==> src/rtl/assert_macros.svh <==
// Assertion macros shared by the RTL
`ifndef ASSERT_MACROS_SVH
`define ASSERT_MACROS_SVH

// Same-cycle implication, checked out of reset
`define ASSERT_IMPLIES(label, clk, rst_n, ante, cons) \
  label: assert property (@(posedge clk) disable iff (!(rst_n)) (ante) |-> (cons)) \
    else $error("implication check failed");

// Next-cycle implication, checked out of reset
`define ASSERT_NEXT(label, clk, rst_n, ante, cons) \
  label: assert property (@(posedge clk) disable iff (!(rst_n)) (ante) |=> (cons)) \
    else $error("next-cycle check failed");

`endif

==> src/rtl/fas_pkg.sv <==
package fas_pkg;

  // Configuration register indexes and reset values
  localparam int unsigned REG_TRIGGER = 0;
  localparam int unsigned REG_REDUCE  = 1;
  localparam logic [31:0] TRIGGER_RESET = 32'd10000;
  localparam logic [31:0] REDUCE_RESET  = 32'd60000;

  // Stop mode codes
  localparam logic [1:0] STOP_NONE    = 2'd0;
  localparam logic [1:0] STOP_MUTED   = 2'd1;
  localparam logic [1:0] STOP_STOPPED = 2'd2;

  // Beeper pattern select codes
  localparam logic [1:0] BEEP_OFF  = 2'd0;
  localparam logic [1:0] BEEP_SLOW = 2'd1;
  localparam logic [1:0] BEEP_FAST = 2'd2;
  localparam logic [1:0] BEEP_STBY = 2'd3;

  // Tick-modulo lanes: period = DIV << SHIFT, beep while remainder < LIMIT
  localparam int unsigned NUM_LANES = 3;
  localparam int unsigned LANE_FAST = 0;  // 600 ms period
  localparam int unsigned LANE_SLOW = 1;  // 2000 ms period
  localparam int unsigned LANE_STBY = 2;  // 60000 ms period
  localparam int unsigned REM_W     = 12; // holds up to twice the largest divisor

  localparam int unsigned LANE_SHIFT [NUM_LANES] = '{3, 4, 5};
  localparam logic [31:0] LANE_DIV   [NUM_LANES] = '{32'd75, 32'd125, 32'd1875};
  localparam logic [15:0] LANE_LIMIT [NUM_LANES] = '{16'd300, 16'd1000, 16'd1000};
  // floor(2^32 / DIV): quotient estimate is exact or one short
  localparam logic [31:0] LANE_MAGIC [NUM_LANES] = '{
    32'((64'd1 << 32) / 64'd75),
    32'((64'd1 << 32) / 64'd125),
    32'((64'd1 << 32) / 64'd1875)
  };

endpackage

==> src/rtl/fire_alarm_sequencer.sv <==
// Throughput: one transaction per cycle while the output is not stalled; the sequencer
// state updates at the input register, and the tick-modulo beeper lanes follow in a
// 3-stage pipe. A stalled output halts the whole pipe, and input stall follows it in
// the same cycle.
// Reset (rst_ni low, asynchronous) clears the sequencer state, empties the pipe
// and loads the delay registers with 10000 and 60000 ms.
`include "assert_macros.svh"

module fire_alarm_sequencer
  import fas_pkg::*;
(
  input  logic        clk_i,
  input  logic        rst_ni,
  // configuration port
  input  logic        psel,
  input  logic        penable,
  input  logic        pwrite,
  input  logic [2:0]  paddr,
  input  logic [31:0] pwdata,
  output logic [31:0] prdata,
  output logic        pready,
  // input channel
  input  logic        in_valid_i,
  output logic        in_stall_o,
  input  logic [31:0] tick_ms_i,
  input  logic        button_press_i,
  input  logic        fire_detected_i,
  // output channel
  output logic        out_valid_o,
  input  logic        out_stall_i,
  output logic        beeper_on_o,
  output logic        valve_open_o,
  output logic        shutdown_printer_o,
  output logic        standby_o,
  output logic        alarm_running_o
);

  // Configuration registers
  logic [31:0] trigger_q, reduce_q;
  logic        cfg_wr;

  assign pready = 1'b1;
  assign cfg_wr = psel && penable && pwrite && pready;
  assign prdata = paddr[2] ? reduce_q : trigger_q;

  always_ff @(posedge clk_i or negedge rst_ni) begin
    if (!rst_ni) begin
      trigger_q <= TRIGGER_RESET;
      reduce_q  <= REDUCE_RESET;
    end else if (cfg_wr) begin
      if (paddr[2] == 1'(REG_REDUCE)) begin
        reduce_q <= pwdata;
      end else begin
        trigger_q <= pwdata;
      end
    end
  end

  // Pipe advance: everything moves unless a held result is stalled
  logic adv;
  logic v1_q, v2_q, v3_q, vo_q;

  assign adv        = !(vo_q && out_stall_i);
  assign in_stall_o = !adv;

  always_ff @(posedge clk_i or negedge rst_ni) begin
    if (!rst_ni) begin
      v1_q <= 1'b0;
      v2_q <= 1'b0;
      v3_q <= 1'b0;
      vo_q <= 1'b0;
    end else if (adv) begin
      v1_q <= in_valid_i;
      v2_q <= v1_q;
      v3_q <= v2_q;
      vo_q <= v3_q;
    end
  end

  // Stage 1: input register
  logic [31:0] tick1_q;
  logic        press1_q, fire1_q;

  always_ff @(posedge clk_i) begin
    if (adv) begin
      tick1_q  <= tick_ms_i;
      press1_q <= button_press_i;
      fire1_q  <= fire_detected_i;
    end
  end

  // Sequencer state
  logic [1:0]  stop_q, stop_d;
  logic        run_q, run_d;
  logic [31:0] start_q, start_d;
  logic        valve_q, valve_d;
  logic [31:0] vtime_q, vtime_d;
  logic        stby_q, stby_d;
  logic        ben_q, ben_d;
  logic        pulse_d;
  logic [1:0]  sel_d;
  logic [31:0] trig_sum, red_base, red_sum;
  logic        trig_hit, red_hit;

  // Delay compares; the standby base is the open time, or this tick if opening now
  assign trig_sum = start_q + trigger_q;
  assign trig_hit = tick1_q > trig_sum;
  assign red_base = valve_q ? vtime_q : tick1_q;
  assign red_sum  = red_base + reduce_q;
  assign red_hit  = tick1_q > red_sum;

  // Beeper pattern from the state before this update
  always_comb begin
    if (!ben_q) begin
      sel_d = BEEP_OFF;
    end else if (run_q && !valve_q) begin
      sel_d = BEEP_SLOW;
    end else if (!stby_q) begin
      sel_d = BEEP_FAST;
    end else begin
      sel_d = BEEP_STBY;
    end
  end

  // Next state
  always_comb begin
    stop_d  = stop_q;
    run_d   = run_q;
    start_d = start_q;
    valve_d = valve_q;
    vtime_d = vtime_q;
    stby_d  = stby_q;
    ben_d   = ben_q;
    pulse_d = 1'b0;
    if (stop_q == STOP_STOPPED) begin
      // only a press re-arms; nothing starts in this update
      if (press1_q) begin
        stop_d = STOP_NONE;
      end
    end else if (!run_q) begin
      if ((press1_q || fire1_q) && stop_q == STOP_NONE) begin
        run_d   = 1'b1;
        start_d = tick1_q;
        ben_d   = 1'b1;
      end
    end else if (press1_q && stop_q != STOP_NONE) begin
      // second press stops the sequence, standby kept
      run_d   = 1'b0;
      start_d = '0;
      vtime_d = '0;
      valve_d = 1'b0;
      ben_d   = 1'b0;
      stop_d  = STOP_STOPPED;
    end else begin
      if (press1_q) begin
        ben_d  = 1'b0;
        stop_d = STOP_MUTED;
      end
      if (trig_hit) begin
        ben_d = 1'b1;
        if (!valve_q) begin
          vtime_d = tick1_q;
          valve_d = 1'b1;
          pulse_d = 1'b1;
        end
      end
      if ((valve_q || trig_hit) && red_hit) begin
        stby_d = 1'b1;
      end
    end
  end

  always_ff @(posedge clk_i or negedge rst_ni) begin
    if (!rst_ni) begin
      stop_q  <= STOP_NONE;
      run_q   <= 1'b0;
      start_q <= '0;
      valve_q <= 1'b0;
      vtime_q <= '0;
      stby_q  <= 1'b0;
      ben_q   <= 1'b0;
    end else if (v1_q && adv) begin
      stop_q  <= stop_d;
      run_q   <= run_d;
      start_q <= start_d;
      valve_q <= valve_d;
      vtime_q <= vtime_d;
      stby_q  <= stby_d;
      ben_q   <= ben_d;
    end
  end

  // Stage 2 / 3 side payload: pattern select and flags
  logic [1:0]  sel2_q, sel3_q;
  logic [3:0]  flg2_q, flg3_q;   // valve, pulse, standby, running
  logic [31:0] tick2_q;
  logic [4:0]  low3_q;

  always_ff @(posedge clk_i) begin
    if (adv) begin
      sel2_q  <= sel_d;
      flg2_q  <= {valve_d, pulse_d, stby_d, run_d};
      tick2_q <= tick1_q;
      sel3_q  <= sel2_q;
      flg3_q  <= flg2_q;
      low3_q  <= tick2_q[4:0];
    end
  end

  // Modulo lanes: reciprocal multiply, back-multiply, one correction step
  logic [31:0]      q2_q    [NUM_LANES];
  logic [REM_W-1:0] rest3_q [NUM_LANES];
  logic [NUM_LANES-1:0] hit;

  for (genvar l = 0; l < NUM_LANES; l++) begin : g_lane
    logic [31:0]      x1, x2, qc;
    logic [63:0]      prod;
    logic [REM_W-1:0] r;
    logic [15:0]      rem, low_mask;

    // stage 1: quotient estimate
    assign x1   = tick1_q >> LANE_SHIFT[l];
    assign prod = x1 * LANE_MAGIC[l];

    // stage 2: remainder estimate, below twice the divisor
    assign x2 = tick2_q >> LANE_SHIFT[l];
    assign qc = 32'(q2_q[l] * LANE_DIV[l]);

    // stage 3: correct and rebuild the full remainder
    assign r        = (rest3_q[l] >= REM_W'(LANE_DIV[l])) ?
                      REM_W'(rest3_q[l] - REM_W'(LANE_DIV[l])) : rest3_q[l];
    assign low_mask = 16'((32'd1 << LANE_SHIFT[l]) - 32'd1);
    assign rem      = 16'(16'(r) << LANE_SHIFT[l]) | (16'(low3_q) & low_mask);
    assign hit[l]   = rem < LANE_LIMIT[l];

    always_ff @(posedge clk_i) begin
      if (adv) begin
        q2_q[l]    <= prod[63:32];
        rest3_q[l] <= REM_W'(x2 - qc);
      end
    end
  end

  // Output register
  logic beep_d;

  always_comb begin
    case (sel3_q)
      BEEP_OFF:  beep_d = 1'b0;
      BEEP_SLOW: beep_d = hit[LANE_SLOW];
      BEEP_FAST: beep_d = hit[LANE_FAST];
      BEEP_STBY: beep_d = hit[LANE_STBY];
      default:   beep_d = 1'b0;
    endcase
  end

  always_ff @(posedge clk_i) begin
    if (adv) begin
      beeper_on_o        <= beep_d;
      valve_open_o       <= flg3_q[3];
      shutdown_printer_o <= flg3_q[2];
      standby_o          <= flg3_q[1];
      alarm_running_o    <= flg3_q[0];
    end
  end

  assign out_valid_o = vo_q;

  // Checks
  `ASSERT_IMPLIES(a_valve_needs_run, clk_i, rst_ni, valve_q, run_q)
  `ASSERT_IMPLIES(a_stopped_idle, clk_i, rst_ni, stop_q == STOP_STOPPED, !run_q && !valve_q)
  `ASSERT_NEXT(a_standby_sticky, clk_i, rst_ni, stby_q, stby_q)
  `ASSERT_IMPLIES(a_pulse_with_valve, clk_i, rst_ni, vo_q && shutdown_printer_o, valve_open_o)

endmodule

==> config.mk <==
export PLATFORM = sky130hd
export DESIGN_NAME = fire_alarm_sequencer
export DESIGN_NICKNAME = d
export VERILOG_FILES = /design/src/rtl/fas_pkg.sv /design/src/rtl/fire_alarm_sequencer.sv
export VERILOG_INCLUDE_DIRS = /design/src /design/src/rtl
export SDC_FILE = /design/constraint.sdc
export NUM_CORES = 2
export LEC_CHECK = 0
export ABC_AREA = 1
export BUFFER_PORTS_ARGS = -buffer_cell sky130_fd_sc_hd__buf_4
export CORE_MARGIN = 2
export CORE_UTILIZATION = 66
export DETAILED_ROUTE_END_ITERATION = 10
export PLACE_DENSITY_LB_ADDON = 0.1
export SETUP_SLACK_MARGIN = 0.15
export SYNTH_ARGS = -nofsm -noshare
export SYNTH_HDL_FRONTEND = slang
export SYNTH_SLANG_ARGS = --single-unit
==> constraint.sdc <==
create_clock -name clk_i -period 8.42 [get_ports clk_i]
set_clock_uncertainty 0.1 [all_clocks]
set_input_delay 0 -clock clk_i [delete_from_list [all_inputs] [get_ports clk_i]]
set_output_delay 0 -clock clk_i [all_outputs]
set_load 0.01 [all_outputs]
==> metrics.txt <==
crit-path max FO=15; GRT overflow=0; placed cell areas=53,300 um^2; R2R setup slack=1.09 ns; total nets after synthesis=7,499; CP Data Arrival Time=7.54 ns; #FFs+latches synth=279; Final nets=7,724; die area=79,400 um^2; drt first-iter violations=3,734; number of global-route vias before repair=41,200; std cell rows=101; crit start category=register; synthesized netlist cell count=5,843; DRC Markers=0; post-route minimum period=7.33 ns; via count=40,900; Worst R2R Path Depth=22; Max Slew Vio Count=0; final hold violation count=0; Final Cell Area=55,100 um^2; Post-synth ARST share=49.5%; die outline width=282 um; DR WL/cell=22.7 um; Syn-to-layout area delta=8.11%; Root Driver=clkbuf_16; synthesis warning total=0; Max stage delay cell, worst path=edfxtp_1; Setup Buffers After CTS=0; Worst Path Required=8.63 ns; gpl congestion=1.06; H-tree levels=2; WHS Path Cells=2; MaxCap Viol Count=0; top cell type's share of synthesized area=29.2%; final cycle utilization of the critical path=87.1%; Slowest Stage Delay on Critical Path=1.15 ns; hold_sp=tick_ms_i[24]; RSZ-0062 raised after global routing=false; TritonRoute pass-1 iters=5; CTS clk-pin slew, worst paths=0.06 ns; WS Path Type=register to register; pin count of the biggest net entering global routing=96; share of cells above drive strength 1=4.60%; dominant synthesized flop cell=edfxtp_1; register area=7700 um^2; first-pass GRT wire length=244,000 um; CORE AREA=76,200 um^2; initial antenna violation count=5; All-Layer GR Usage=41.7%; run status=complete, no violations; Hold Buf Count CTS=70; crit end category=register; HPWL Detailed=136,000 um; Area contributors post-synth=fa_1, ha_1, inv_1; worst min-delay path category=primary input to register; CTS max path bufs=3; Sink Count=279; final setup fails=0; most common cell in the netlist=inv_1; fillers=5,840; antenna-violating nets left=0; number of port buffers=112; TNS Setup=0 ns; top cells by count, synth=inv_1, nand2_1, ha_1; most frequent cell on the critical path=fa_1; Worst path depth=22; post-synth design cell area=50,900 um^2; critical-path cell list=fa_1 -> nand2_1 -> inv_1 -> nor2_1 -> ha_1 -> or2_2 -> fa_1 -> fa_1 -> fa_1 -> fa_1 -> inv_1 -> fa_1 -> inv_1 -> ha_1 -> nand2_1 -> inv_1 -> a21oi_1 -> a21boi_0 -> o21ai_0 -> nand2_1 -> nand3_1 -> xor2_1; CTS tree=built; clk_lat worst skew=0.58 ns; TritonCTS Buffers=35; worst r2r dst=q2_q[0][10]$_DFFE_PN_; Peak Freq=136 MHz; cell type with the highest aggregate area in the netlist=fa_1; io pins=116; post-synthesis cell type count=60; initial core utilization=66.9%; Slew headroom=11.9%; PostCTS Resize Cnt=0; footprint of the multi-input gates=37,500 um^2; final wirelength=162,000 um; Hold Crit Endpoint=tick1_q[24]$_DFFE_PN_; Bufs and invs on worst path=4; Mean Syn Cell Area=8.72 um^2; number of synthesized flops with an enable pin=141; Worst-Margin Slew=1.32 ns; die height=282 um; Crit Reg-Reg Startpoint=tick1_q[10]$_DFFE_PN_; register area share after synthesis=15.1%; Vias per Instance=5.74; Crit path max-delay family=adder cells
sequential cells by signal, indices dropped and copies added, names as in the netlist, 2 cells and up:
register,flops
rest3_q,36
vtime_q,32
start_q,32
q2_q,36
stop_q,2
flg3_q,4
low3_q,3
sel3_q,2
tick2_q,15
tick1_q,32
reduce_q,32
sel2_q,2
flg2_q,4
trigger_q,32
placed cells by master, fill, tap and decap left out, types with 4 or more instances in the layout:
| master | count |
|---|---|
| nor2_1 | 344 |
| nand2_2 | 17 |
| a21o_1 | 43 |
| clkinv_1 | 5 |
| o22ai_1 | 31 |
| fa_1 | 744 |
| a21boi_0 | 9 |
| o211ai_1 | 6 |
| clkbuf_16 | 35 |
| xor2_1 | 111 |
| a21oi_1 | 268 |
| nor3_1 | 24 |
| o21a_1 | 17 |
| or2_2 | 6 |
| nand2_1 | 921 |
| nand3b_1 | 13 |
| a31oi_1 | 26 |
| xnor2_1 | 90 |
| o21ai_0 | 249 |
| o21ai_1 | 8 |
| inv_2 | 4 |
| o21bai_1 | 23 |
| nand3_1 | 159 |
| inv_6 | 6 |
| ha_1 | 836 |
| dlygate4sd3_1 | 69 |
| nand4_1 | 43 |
| o2111ai_1 | 4 |
| edfxtp_1 | 141 |
| clkbuf_1 | 5 |
| inv_1 | 1469 |
| dfrtp_1 | 125 |
| dfstp_2 | 12 |
| a21oi_2 | 4 |
| nor4_1 | 10 |
| buf_4 | 164 |
layout make-up:
| type | count | share of cell area (%) |
|---|---|---|
| Inverter | 1474 | 10.0 |
| Multi-Input combinational cell | 4042 | 68.0 |
| Clock inverter | 19 | 0.307 |
| Clock buffer | 42 | 1.67 |
| Sequential cell | 279 | 14.0 |
| Timing Repair Buffer | 236 | 3.60 |
| Antenna cell | 2 | 0.00909 |
| Tap cell | 1030 | 2.34 |
logic make-up (layout without fill, tap and decap cells):
family / Yosys count / in the layout / synth area share (%)
AO/OA/AOI/OAI: 700 / 700 / 7.64
flip-flops: 279 / 279 / 15.1
buffers and inverters: 1522 / 1771 / 11.4
AND/OR/NAND/NOR: 1560 / 1560 / 12.6
other: 1 / 3 / 0.00736
adder cells (fa/ha/maj): 1580 / 1580 / 49.8
XOR/XNOR: 201 / 201 / 3.46
worst max path at each step:
stage                                startpoint               endpoint  slack (ns)
after global placement    tick1_q[10]$_DFFE_PN_  q2_q[0][11]$_DFFE_PN_        1.35
after global routing      tick1_q[10]$_DFFE_PN_  q2_q[0][11]$_DFFE_PN_        0.84
final                     tick1_q[10]$_DFFE_PN_  q2_q[0][10]$_DFFE_PN_        1.09
after CTS                 tick1_q[10]$_DFFE_PN_  q2_q[0][11]$_DFFE_PN_        1.25
after detailed placement  tick1_q[10]$_DFFE_PN_  q2_q[0][11]$_DFFE_PN_        1.29
after floorplan           tick1_q[22]$_DFFE_PN_  q2_q[0][11]$_DFFE_PN_        2.13
routing by layer:
metal  global-route usage [%]  up-vias  wire length [um]
met1                     56.5    19800             64400
met5                        0        -                34
met3                     11.3      413             18100
met2                     63.4     2009             70600
met4                     18.1        6              8670
li1                         -    18600                 -
metrics by stage:
step / setup slack, ns / hold WS, ns / std cells / util [%]
after global placement: 1.35 / -0.0584 / 6991 / 69.9
final: 1.09 / 0.0452 / 7124 / 72.3
after detailed placement: 1.29 / -0.0559 / 6991 / 69.9
after CTS: 1.25 / 0.0243 / 7122 / 72.3
after floorplan: 2.13 / -0.396 / 5843 / -
after global routing: 0.844 / 0.0440 / 7124 / 72.3
Power is not shown: default switching activity piles up to over one toggle a cycle in this logic, so the estimate is an artifact.
